===== config.mk =====
export PLATFORM = sky130hd
export DESIGN_NAME = irpg_gap_unit
export DESIGN_NICKNAME = d
export VERILOG_FILES = /design/src/hdl/irpg_pkg.sv /design/src/hdl/irpg_gap_unit.sv
export SDC_FILE = /design/constraint.sdc
export NUM_CORES = 1
export LEC_CHECK = 0
export BUFFER_PORTS_ARGS = -buffer_cell sky130_fd_sc_hd__buf_4
export CAP_MARGIN = 25
export CORE_ASPECT_RATIO = 1.1
export CORE_UTILIZATION = 40
export DETAILED_ROUTE_END_ITERATION = 6
export GPL_TIMING_DRIVEN = 0
export PLACE_DENSITY = 0.71
export SETUP_SLACK_MARGIN = 0.02
export SLEW_MARGIN = 20
export SYNTH_ARGS = -nofsm -noshare
export SYNTH_HDL_FRONTEND = slang
export SYNTH_SLANG_ARGS = --single-unit

===== constraint.sdc =====
create_clock -name vclk -period 8.7
set_clock_uncertainty 0.05 [all_clocks]
set_input_delay 1.74 -clock vclk [all_inputs]
set_output_delay 1.74 -clock vclk [all_outputs]
set_load 0.02 [all_outputs]

===== src/hdl/irpg_pkg.sv =====
// irpg_pkg: shared constants, codes and types for the IR pulse-gap capture block.
// Depends on nothing; imported by irpg_gap_unit and ir_pulse_gap_capture_core.
`timescale 1ns / 1ps

package irpg_pkg;

  // Store geometry
  localparam int CODE_SLOTS  = 128;
  localparam int CODE_LENGTH = 64;
  localparam int SLOT_W      = $clog2(CODE_SLOTS);
  localparam int POS_W       = $clog2(CODE_LENGTH);
  localparam int POS_CNT_W   = POS_W + 1;
  localparam int ADDR_W      = SLOT_W + POS_W;
  localparam int STORE_DEPTH = CODE_SLOTS * (1 << POS_W);

  // Register map
  localparam int  REG_CNT         = 2;
  localparam int  CFG_ADDR_W      = $clog2(REG_CNT) + 2;
  localparam logic REG_WATCHED_PIN = 1'b0;
  localparam logic REG_END_GAP     = 1'b1;
  localparam logic [31:0] END_GAP_RESET = 32'd30000;

  // Item codes
  localparam logic       OP_EVENT   = 1'b0;
  localparam logic       OP_READ    = 1'b1;
  localparam logic [1:0] LEVEL_FALL = 2'd0;
  localparam logic [1:0] LEVEL_RISE = 2'd1;
  localparam logic       KIND_NONE  = 1'b0;
  localparam logic       KIND_GAP   = 1'b1;

  // Gap unit result
  typedef struct packed {
    logic [31:0] sum;   // saturated running gap
    logic        over;  // sum beyond the end-of-code limit
  } gap_res_t;

  // One result word
  typedef struct packed {
    logic        kind;
    logic [31:0] gap_us;
    logic        last;
  } res_t;

endpackage


===== src/hdl/irpg_gap_unit.sv =====
// irpg_gap_unit: saturating accumulation of a gap and compare against the end limit.
// Depends on irpg_pkg.
`timescale 1ns / 1ps

module irpg_gap_unit (
  input  logic [31:0]       running_gap,
  input  logic [31:0]       delta,
  input  logic [31:0]       limit,
  output irpg_pkg::gap_res_t res
);
  import irpg_pkg::*;

  logic [32:0] raw_sum;

  // Add with carry, clamp on overflow
  assign raw_sum  = {1'b0, running_gap} + {1'b0, delta};
  assign res.sum  = raw_sum[32] ? 32'hFFFF_FFFF : raw_sum[31:0];
  assign res.over = res.sum > limit;

endmodule


# == Word level (Yosys, flattened, before mapping) ==
# Cells that the tools add are included.
# W data, S select, Z words.
# word_totals
ff_bits,0
input_bits,96
out_inout_bits,33
elab_cells,3
# op_classes
addsub,1
magnitude_cmp,1
muxes,1
# ops
operator,count
$add A32 B32 Y33,1
$gt A32 B32 Y1,1
$mux W32,1

# == Logic depth before layout (Yosys ltp) ==
# Gate-level depths: netlist of run 1.
# depth
depth_word,3
mapped_depth,18
mapped_depth_nobuf,18

# == Worst setup path before layout of run 1 ==
# No wires, ideal clock.
# synth_path
kind,input to output
from,in running_gap[0]
to,out res[0] (netlist bit)
arrival_ns,5.216
required_ns,6.910
path_slack_ns,1.694
path_stages,18
path_buffers,2
path_cell_list,ha_1 -> fa_1 -> a211oi_2 -> nor3_2 -> o211ai_2 -> a31oi_2 -> nor3_2 -> buf_2 -> buf_4 -> nand2_1 -> ha_1 -> a21o_1 -> a21o_1 -> a21oi_1 -> o21ai_0 -> a21o_1 -> a221oi_1 -> a31oi_1
# synth_rtl
item,line_no,rtl
"start, declared",irpg_gap_unit.sv:6,"input logic [31:0] running_gap,"
"end, declared",irpg_gap_unit.sv:9,output irpg_pkg::gap_res_t res

==> results.yml, run 1 <==
placed_design:
  dp_slack_ns: 1.034
  detailed_place_hpwl_um: 7144
  io_buffers: 129
  dp_cells: 586
  place.gp.congestion: 0.9323
clock_tree:
  holdBufCountCts: 0
  cts_setup_buffers: 0
  cts.repair.resized: 0
routing:
  vias: 3166
  antenna_left: 0
  drtIter0Drc: 93
  first_pass_iters: 4
  wirelength_um: 7999
  drc: 0
  routedWlPerCell_um: 13.65
  viasPerCell: 5.403
power_and_ir_drop:
  p_per_area_nw_per_um2: 99.10
  ir_drop_v: 0.00004507
  p_leak_nw: 1.986
  fin_total_pwr_mw: 0.3652
grt:
  grt_pass1_wl_um: 13060
  grt_max_degree: 11
  antenna_found_initial: 0
  grt_pass1_vias: 2949
  grtUsageTotal_pct: 23.14
  grt-ovfl-total: 0
synth:
  synth_area_um2: 2616
  ys_seq_area_share_pct: 0
  syn_inst: 377
  yosys.area_share.simple_pct: 21.86
  synth_top_family_by_area: "adder cells"
  synth_cell_types: 53
  synth-compound-area-share_pct: 31.13
  syn_nets: 538
  synthXorXnorAreaFrac_pct: 7.365
  syn_area_per_cell_um2: 6.940
  yosysWarnings: 0
  synthAdderAreaFrac_pct: 31.37
  synthMuxAreaShare_pct: 0.8130
timing:
  relSlewSlack_pct: 51.80
  setup_slack_ns: 1.029
  post-route-period-util_pct: 88.17
  slew_violations: 0
  worst_pin_slew_ns: 0.7208
  max_freq_ghz: 0.1304
  final_hold_viol_count: 0
  fin_crit_ns: 7.671
  tns_ns: 0
  setup_viol: 0
  rsz0062_at_grt: "no"
die:
  core_area_um2: 6231
  start_util_pct: 41.99
  row_count: 30
  pin_count: 129
  dieHeight_um: 86.82
  die_w_um: 79.11
  die-area_um2: 6868
finish:
  design.seq.count: 0
  drive_gt1_share_pct: 28.85
  layout.nets: 669
  stdcell_count: 586
  seqCellArea_um2: 0
  antenna_cells: 0
  multi_input_area_um2: 2421
  n_clock_buffer: 0
  syn2layout_area_growth_pct: 40.84
  fin_util_pct: 59.14
  nFillCells: 651
  final_common_cell: "buf_4"
  final_cell_mix: "buf_4 (131), ha_1 (64), nand2_1 (45)"
critical_path:
  start_kind: "primary input"
  critPathBufInv: 4
  cp_max_fo: 10
  slowest_stage: "fa_1"
  path_delay_family: "compound AO/OA/AOI/OAI gates"
  path_class: "in2out"
  cpPeakStageDelay_ns: 0.43
  end_kind: "output pin"
  cp_cell_sequence: "buf_4 > ha_1 > fa_1 > a211oi_2 > nor3_2 > o211ai_2 > a31oi_2 > nor3_2 > buf_2 > buf_4 > nand2_1 > ha_1 > a21o_1 > a21o_1 > a21oi_1 > o21ai_0 > a21o_1 > a221oi_1 > a31oi_1 > buf_4"
  arrival_ns: 5.88
  required_ns: 6.91
  crit_path_start: "running_gap[0]"
hold_path:
  hp-class: "in2out"
  hold_start: "delta[0]"
status:
  status: "finished clean"
run:
  maxCapViolCount: 0
## report_power, final
part           switching (mW)  internal [mW]
combinational           0.199          0.166
clock                       0              0
sequential                  0              0
total                   0.199          0.166
## Yosys cell counts (2+ instances only)
| library cell | n | share of area (%) |
|---|---|---|
| xor2_1 | 9 | 3.0 |
| o31a_1 | 2 | 0.67 |
| o21ai_1 | 8 | 1.5 |
| or3_1 | 4 | 0.96 |
| clkbuf_1 | 3 | 0.43 |
| a32oi_1 | 2 | 0.67 |
| buf_4 | 2 | 0.57 |
| o21a_1 | 4 | 1.1 |
| a31oi_1 | 6 | 1.4 |
| buf_2 | 3 | 0.57 |
| a211oi_1 | 3 | 0.86 |
| nand2b_1 | 5 | 1.2 |
| nor2b_1 | 4 | 0.96 |
| a21oi_2 | 2 | 0.67 |
| o211ai_1 | 2 | 0.57 |
| nor2_1 | 16 | 2.3 |
| nand2_1 | 45 | 6.5 |
| nor3_2 | 2 | 0.77 |
| nor4_1 | 6 | 1.4 |
| a21oi_1 | 40 | 7.7 |
| nor3_1 | 5 | 0.96 |
| nand3_1 | 9 | 1.7 |
| and4_1 | 2 | 0.67 |
| nand4_1 | 14 | 3.3 |
| ha_1 | 64 | 31 |
| o21ai_0 | 13 | 2.5 |
| a21o_1 | 27 | 7.7 |
| xnor2_1 | 13 | 4.4 |
| inv_1 | 38 | 5.5 |
## layer usage
metal	wire, µm	vias up	GRT usage, %
met5	0	-	0
met4	33	0	1.488
met3	402	4	0.4211
met2	3974	96	43.65
met1	3589	1420	30.33
li1	-	1646	-
## final timing paths
kind / slack (ns) / endpoint / cells past startpoint
setup / recovery: 1.03 / res[0] / 20
hold / removal: 3.86 / res[1] / 5
## per-stage QoR
step,hold slack [ns],area [µm²]
detailed placement,3.864,3685
global route,3.910,3685
global placement,3.856,3685
floorplan,3.718,2616
CTS,3.864,3685
finish,3.861,3685
## layout make-up
type	instances	share of cell area [%]
Tap cell	80	2.716
Timing Repair Buffer	129	26.28
Inverter	38	3.871
Buffer	9	1.426
Multi-Input combinational cell	330	65.70
## tightest hold or removal path, delay by kind of cell
family        cells  cell delay (ns)
buf+inv           3             0.26
fa+ha+maj         1             0.11
simple gates      1             0.06
## cell families after synthesis
kind of cell,after synthesis
AND/OR/NAND/NOR,116
XOR/XNOR,22
adder cells (fa/ha/maj),65
multiplexers,2
buffers and inverters,47
AO/OA/AOI/OAI,125
Power figures use the tool's default switching activity.
==> run 2, diff against run 1 <==
--- a/config.mk
+++ b/config.mk
@@ -11,6 +11,7 @@
 export CORE_UTILIZATION = 40
 export DETAILED_ROUTE_END_ITERATION = 6
 export GPL_TIMING_DRIVEN = 0
+export MAX_ROUTING_LAYER = met4
 export PLACE_DENSITY = 0.71
 export SETUP_SLACK_MARGIN = 0.02
 export SLEW_MARGIN = 20
==> run 2 against run 1 <==
Net effect: first-iteration DRC count down 19%; die area unchanged; critical endpoint unchanged; total power down 0.19%; highest routed layer unchanged; global-route usage down 0.16 points; non-clock buffer count unchanged; cell area unchanged; combinational power about the same; critical path depth unchanged; worst setup slack worse by 0.00085 ns; largest cell class unchanged; flip-flop and latch count unchanged.
==> results.yml, run 2 (same netlist as run 1, synthesis figures left out) <==
status:
  status: "finished clean"
grt:
  grtUsageTotal_pct: 22.98
  grt_pass1_wl_um: 12500
  grt_pass1_vias: 2833
  antenna_found_initial: 0
  grt_max_degree: 11
  grt-ovfl-total: 0
hold_path:
  hp-class: "in2out"
  hold_end: "res[1]"
  hold_start: "delta[0]"
  holdPathStages: 5
die:
  row_count: 30
  dieHeight_um: 86.82
  pin_count: 129
  die_w_um: 79.11
  die-area_um2: 6868
  start_util_pct: 41.99
  core_area_um2: 6231
power_and_ir_drop:
  p_leak_nw: 1.986
  seqPwrFrac_pct: 0
  clock_power_share_pct: 0
  switching_share_pct: 54.47
  ir_drop_v: 0.00004605
  switchingPower_mw: 0.1985
  p_per_area_nw_per_um2: 98.91
  combPwrFrac_pct: 100.0
  p_int_mw: 0.1659
critical_path:
  arrival_ns: 5.88
  slowest_stage: "fa_1"
  cpPeakStageDelay_ns: 0.43
  cp_cell_sequence: "buf_4 > ha_1 > fa_1 > a211oi_2 > nor3_2 > o211ai_2 > a31oi_2 > nor3_2 > buf_2 > buf_4 > nand2_1 > ha_1 > a21o_1 > a21o_1 > a21oi_1 > o21ai_0 > a21o_1 > a221oi_1 > a31oi_1 > buf_4"
  start_kind: "primary input"
  end_kind: "output pin"
  required_ns: 6.91
  cp_max_fo: 10
  path_class: "in2out"
routing:
  viasPerCell: 5.353
  vias: 3137
  drtIter0Drc: 75
  routedWlPerCell_um: 13.59
  drc: 0
  antenna_left: 0
  wirelength_um: 7963
  first_pass_iters: 4
finish:
  final_common_cell: "buf_4"
  n_clock_buffer: 0
  seqCellArea_um2: 0
  antenna_cells: 0
  syn2layout_area_growth_pct: 40.84
  drive_gt1_share_pct: 28.85
  design.seq.count: 0
  layout.nets: 669
  final_cell_mix: "buf_4 (131), ha_1 (64), nand2_1 (45)"
clock_tree:
  cts_setup_buffers: 0
  cts.repair.resized: 0
  holdBufCountCts: 0
timing:
  relSlewSlack_pct: 48.42
  worst_pin_slew_ns: 0.7713
  holdWs_ns: 3.862
  fin_crit_ns: 7.672
  rsz0062_at_grt: "no"
  setup_viol: 0
  max_freq_ghz: 0.1304
  tns_ns: 0
  post-route-period-util_pct: 88.18
  final_hold_viol_count: 0
  slew_violations: 0
run:
  maxCapViolCount: 0
placed_design:
  io_buffers: 129
  detailed_place_hpwl_um: 7169
  place.gp.congestion: 0.9524
## run 2: per-layer routing
| layer | wire length, µm | vias up | global-route usage (%) |
|---|---|---|---|
| li1 | - | 1649 | - |
| met1 | 3692 | 1400 | 29.39 |
| met2 | 3898 | 82 | 41.69 |
| met3 | 304 | 6 | 0.3158 |
| met4 | 67 | 0 | 2.149 |
| met5 | 0 | - | - |
## run 2: how the worst max path moves through the flow
stage                    from  slack, ns      to  cells past startpoint
2_1_floorplan  running_gap[0]       1.69  res[0]                     18
3_3_place_gp   running_gap[0]       1.13  res[0]                     20
3_5_place_dp   running_gap[0]       1.04  res[0]                     20
4_1_cts        running_gap[0]       1.03  res[0]                     20
5_1_grt        running_gap[0]       0.78  res[0]                     20
6_report       running_gap[0]       1.03  res[0]                     20
## run 2: critical path, delay by kind of cell
kind            cells  cell delay (ns)
simple gates        3             0.53
fa+ha+maj           3             0.96
compound gates     10             1.80
buf+inv             4             0.83
## run 2: power by group through the flow
stage / Combinational (mW) / Clock [mW] / Sequential (mW)
CTS: 0.366 / 0 / 0
global placement: 0.359 / 0 / 0
floorplan: 0.234 / 0 / 0
finish: 0.364 / 0 / 0
detailed placement: 0.365 / 0 / 0
global route: 0.404 / 0 / 0
## run 2: metrics by stage
stage | instances | total power [mW] | utilization (%) | area [µm²] | setup slack (ns)
after floorplan | 377 | 0.2340 | - | 2616 | 1.694
after global placement | 586 | 0.3586 | 59.14 | 3685 | 1.126
after detailed placement | 586 | 0.3646 | 59.14 | 3685 | 1.037
after CTS | 586 | 0.3656 | 59.14 | 3685 | 1.029
after global routing | 586 | 0.4041 | 59.14 | 3685 | 0.7806
final | 586 | 0.3645 | 59.14 | 3685 | 1.028
## run 2: cell type report
type                       instances  area (µm²)
multi-input combinational        330        2421
fill                             643        2546
timing repair buffer             129       968.4
tap                               80       100.1
inverter                          38       142.6
buffer                             9       52.55
==> run 3, diff against run 2 <==
--- a/config.mk
+++ b/config.mk
@@ -7,7 +7,7 @@
 export LEC_CHECK = 0
 export BUFFER_PORTS_ARGS = -buffer_cell sky130_fd_sc_hd__buf_4
 export CAP_MARGIN = 25
-export CORE_ASPECT_RATIO = 1.1
+export CORE_ASPECT_RATIO = 0.9
 export CORE_UTILIZATION = 40
 export DETAILED_ROUTE_END_ITERATION = 6
 export GPL_TIMING_DRIVEN = 0
==> run 3 against run 2 <==
Net effect: total power is 0.26% higher; critical path depth unchanged; core utilization rose by 0.28 points.
==> results.yml, run 3 (same netlist as run 1, synthesis figures left out) <==
status:
  status: "finished clean"
critical_path:
  start_kind: "primary input"
  cpPeakStageDelay_ns: 0.44
  path_class: "in2out"
  required_ns: 6.91
  slowest_stage: "fa_1"
  cp_cell_sequence: "buf_4 > ha_1 > fa_1 > a211oi_2 > nor3_2 > o211ai_2 > a31oi_2 > nor3_2 > buf_2 > buf_4 > nand2_1 > ha_1 > a21o_1 > a21o_1 > a21oi_1 > o21ai_0 > a21o_1 > a221oi_1 > a31oi_1 > buf_4"
  cp_max_fo: 10
  arrival_ns: 5.91
  end_kind: "output pin"
grt:
  grt_use_met3_pct: 0.3119
  grtUsageMet1_pct: 32.02
  busiest_layer: "met2"
  antenna_found_initial: 0
  grt_max_degree: 11
  use_met2_pct: 39.84
  grt_pass1_wl_um: 12940
  grtUsageTotal_pct: 23.51
  grt_pass1_vias: 2843
  grt-ovfl-total: 0
timing:
  post-route-period-util_pct: 88.51
  tns_ns: 0
  relSlewSlack_pct: 46.76
  final_hold_viol_count: 0
  setup_viol: 0
  fin_crit_ns: 7.700
  worst_pin_slew_ns: 0.7961
  slew_violations: 0
  max_freq_ghz: 0.1299
  rsz0062_at_grt: "no"
finish:
  design_area_um2: 3694
  stdcell_count: 593
  final_common_cell: "buf_4"
  final_cell_mix: "buf_4 (131), ha_1 (64), nand2_1 (45)"
  nFillCells: 651
  layout.nets: 669
  design.seq.count: 0
  drive_gt1_share_pct: 28.85
  antenna_cells: 0
  seqCellArea_um2: 0
  syn2layout_area_growth_pct: 41.18
  n_clock_buffer: 0
routing:
  viasPerCell: 5.366
  first_pass_iters: 4
  drc: 0
  antenna_left: 0
  vias: 3182
  wirelength_um: 8137
  routedWlPerCell_um: 13.72
  drtIter0Drc: 171
placed_design:
  dp_cells: 593
  postPlaceCellArea_um2: 3694
  io_buffers: 129
  detailed_place_hpwl_um: 7193
  place.gp.congestion: 0.9397
power_and_ir_drop:
  ir_drop_v: 0.00003657
  switching_share_pct: 54.56
  combPwrFrac_pct: 100.0
  p_leak_nw: 1.986
  p_int_mw: 0.1660
  clock_power_share_pct: 0
  seqPwrFrac_pct: 0
  p_per_area_nw_per_um2: 98.93
  switchingPower_mw: 0.1994
run:
  maxCapViolCount: 0
die:
  die-area_um2: 6869
  dieHeight_um: 78.73
  die_w_um: 87.25
  row_count: 27
  pin_count: 129
  core_area_um2: 6216
  start_util_pct: 42.09
clock_tree:
  cts_setup_buffers: 0
  cts.repair.resized: 0
  holdBufCountCts: 0
hold_path:
  hp-class: "in2out"
## run 3: cell counts in the layout (fill, tap and decap cells not counted)
No cell type changed its count.
## run 3: stage by stage
| stage | setup slack [ns] | hold slack, ns | utilization, % | power [mW] |
|---|---|---|---|---|
| after floorplan | 1.694 | 3.718 | - | 0.2340 |
| after global placement | 1.074 | 3.858 | 59.42 | 0.3585 |
| after detailed placement | 1.017 | 3.860 | 59.42 | 0.3642 |
| after CTS | 1.019 | 3.861 | 59.42 | 0.3655 |
| after global routing | 0.6836 | 3.916 | 59.42 | 0.4046 |
| final | 0.9996 | 3.858 | 59.42 | 0.3654 |
## run 3: final timing paths
path | from | to | slack [ns] | depth (start not counted)
worst min-delay path | delta[0] | res[1] | 3.86 | 5
worst max-delay path | running_gap[0] | res[0] | 1.0 | 20
## run 3: final cells by class
cell class / count / area [µm²] / share of cell area (%)
inverters: 38 / 142.6 / 3.862
plain buffers: 9 / 52.55 / 1.423
repair buffers: 129 / 968.4 / 26.22
well taps: 87 / 108.9 / 2.947
multi-input cells: 330 / 2421 / 65.55
## run 3: routing by layer
| layer | up-vias | part of all wire (%) |
|---|---|---|
| li1 | 1654 | - |
| met1 | 1413 | 47 |
| met2 | 105 | 47 |
| met3 | 10 | 5.1 |
| met4 | 0 | 1.2 |
| met5 | - | 0 |
## run 3: power by group through the flow
stage / Combinational (mW) / Clock (mW) / Sequential, mW
after CTS: 0.365 / 0 / 0
final: 0.365 / 0 / 0
after floorplan: 0.234 / 0 / 0
after global placement: 0.359 / 0 / 0
after detailed placement: 0.364 / 0 / 0
after global routing: 0.405 / 0 / 0
## run 3: worst max-delay path, delay by kind of cell
kind,cells,cell delay [ns]
compound gates,10,1.85
fa+ha+maj,3,0.94
buf+inv,4,0.84
simple gates,3,0.51
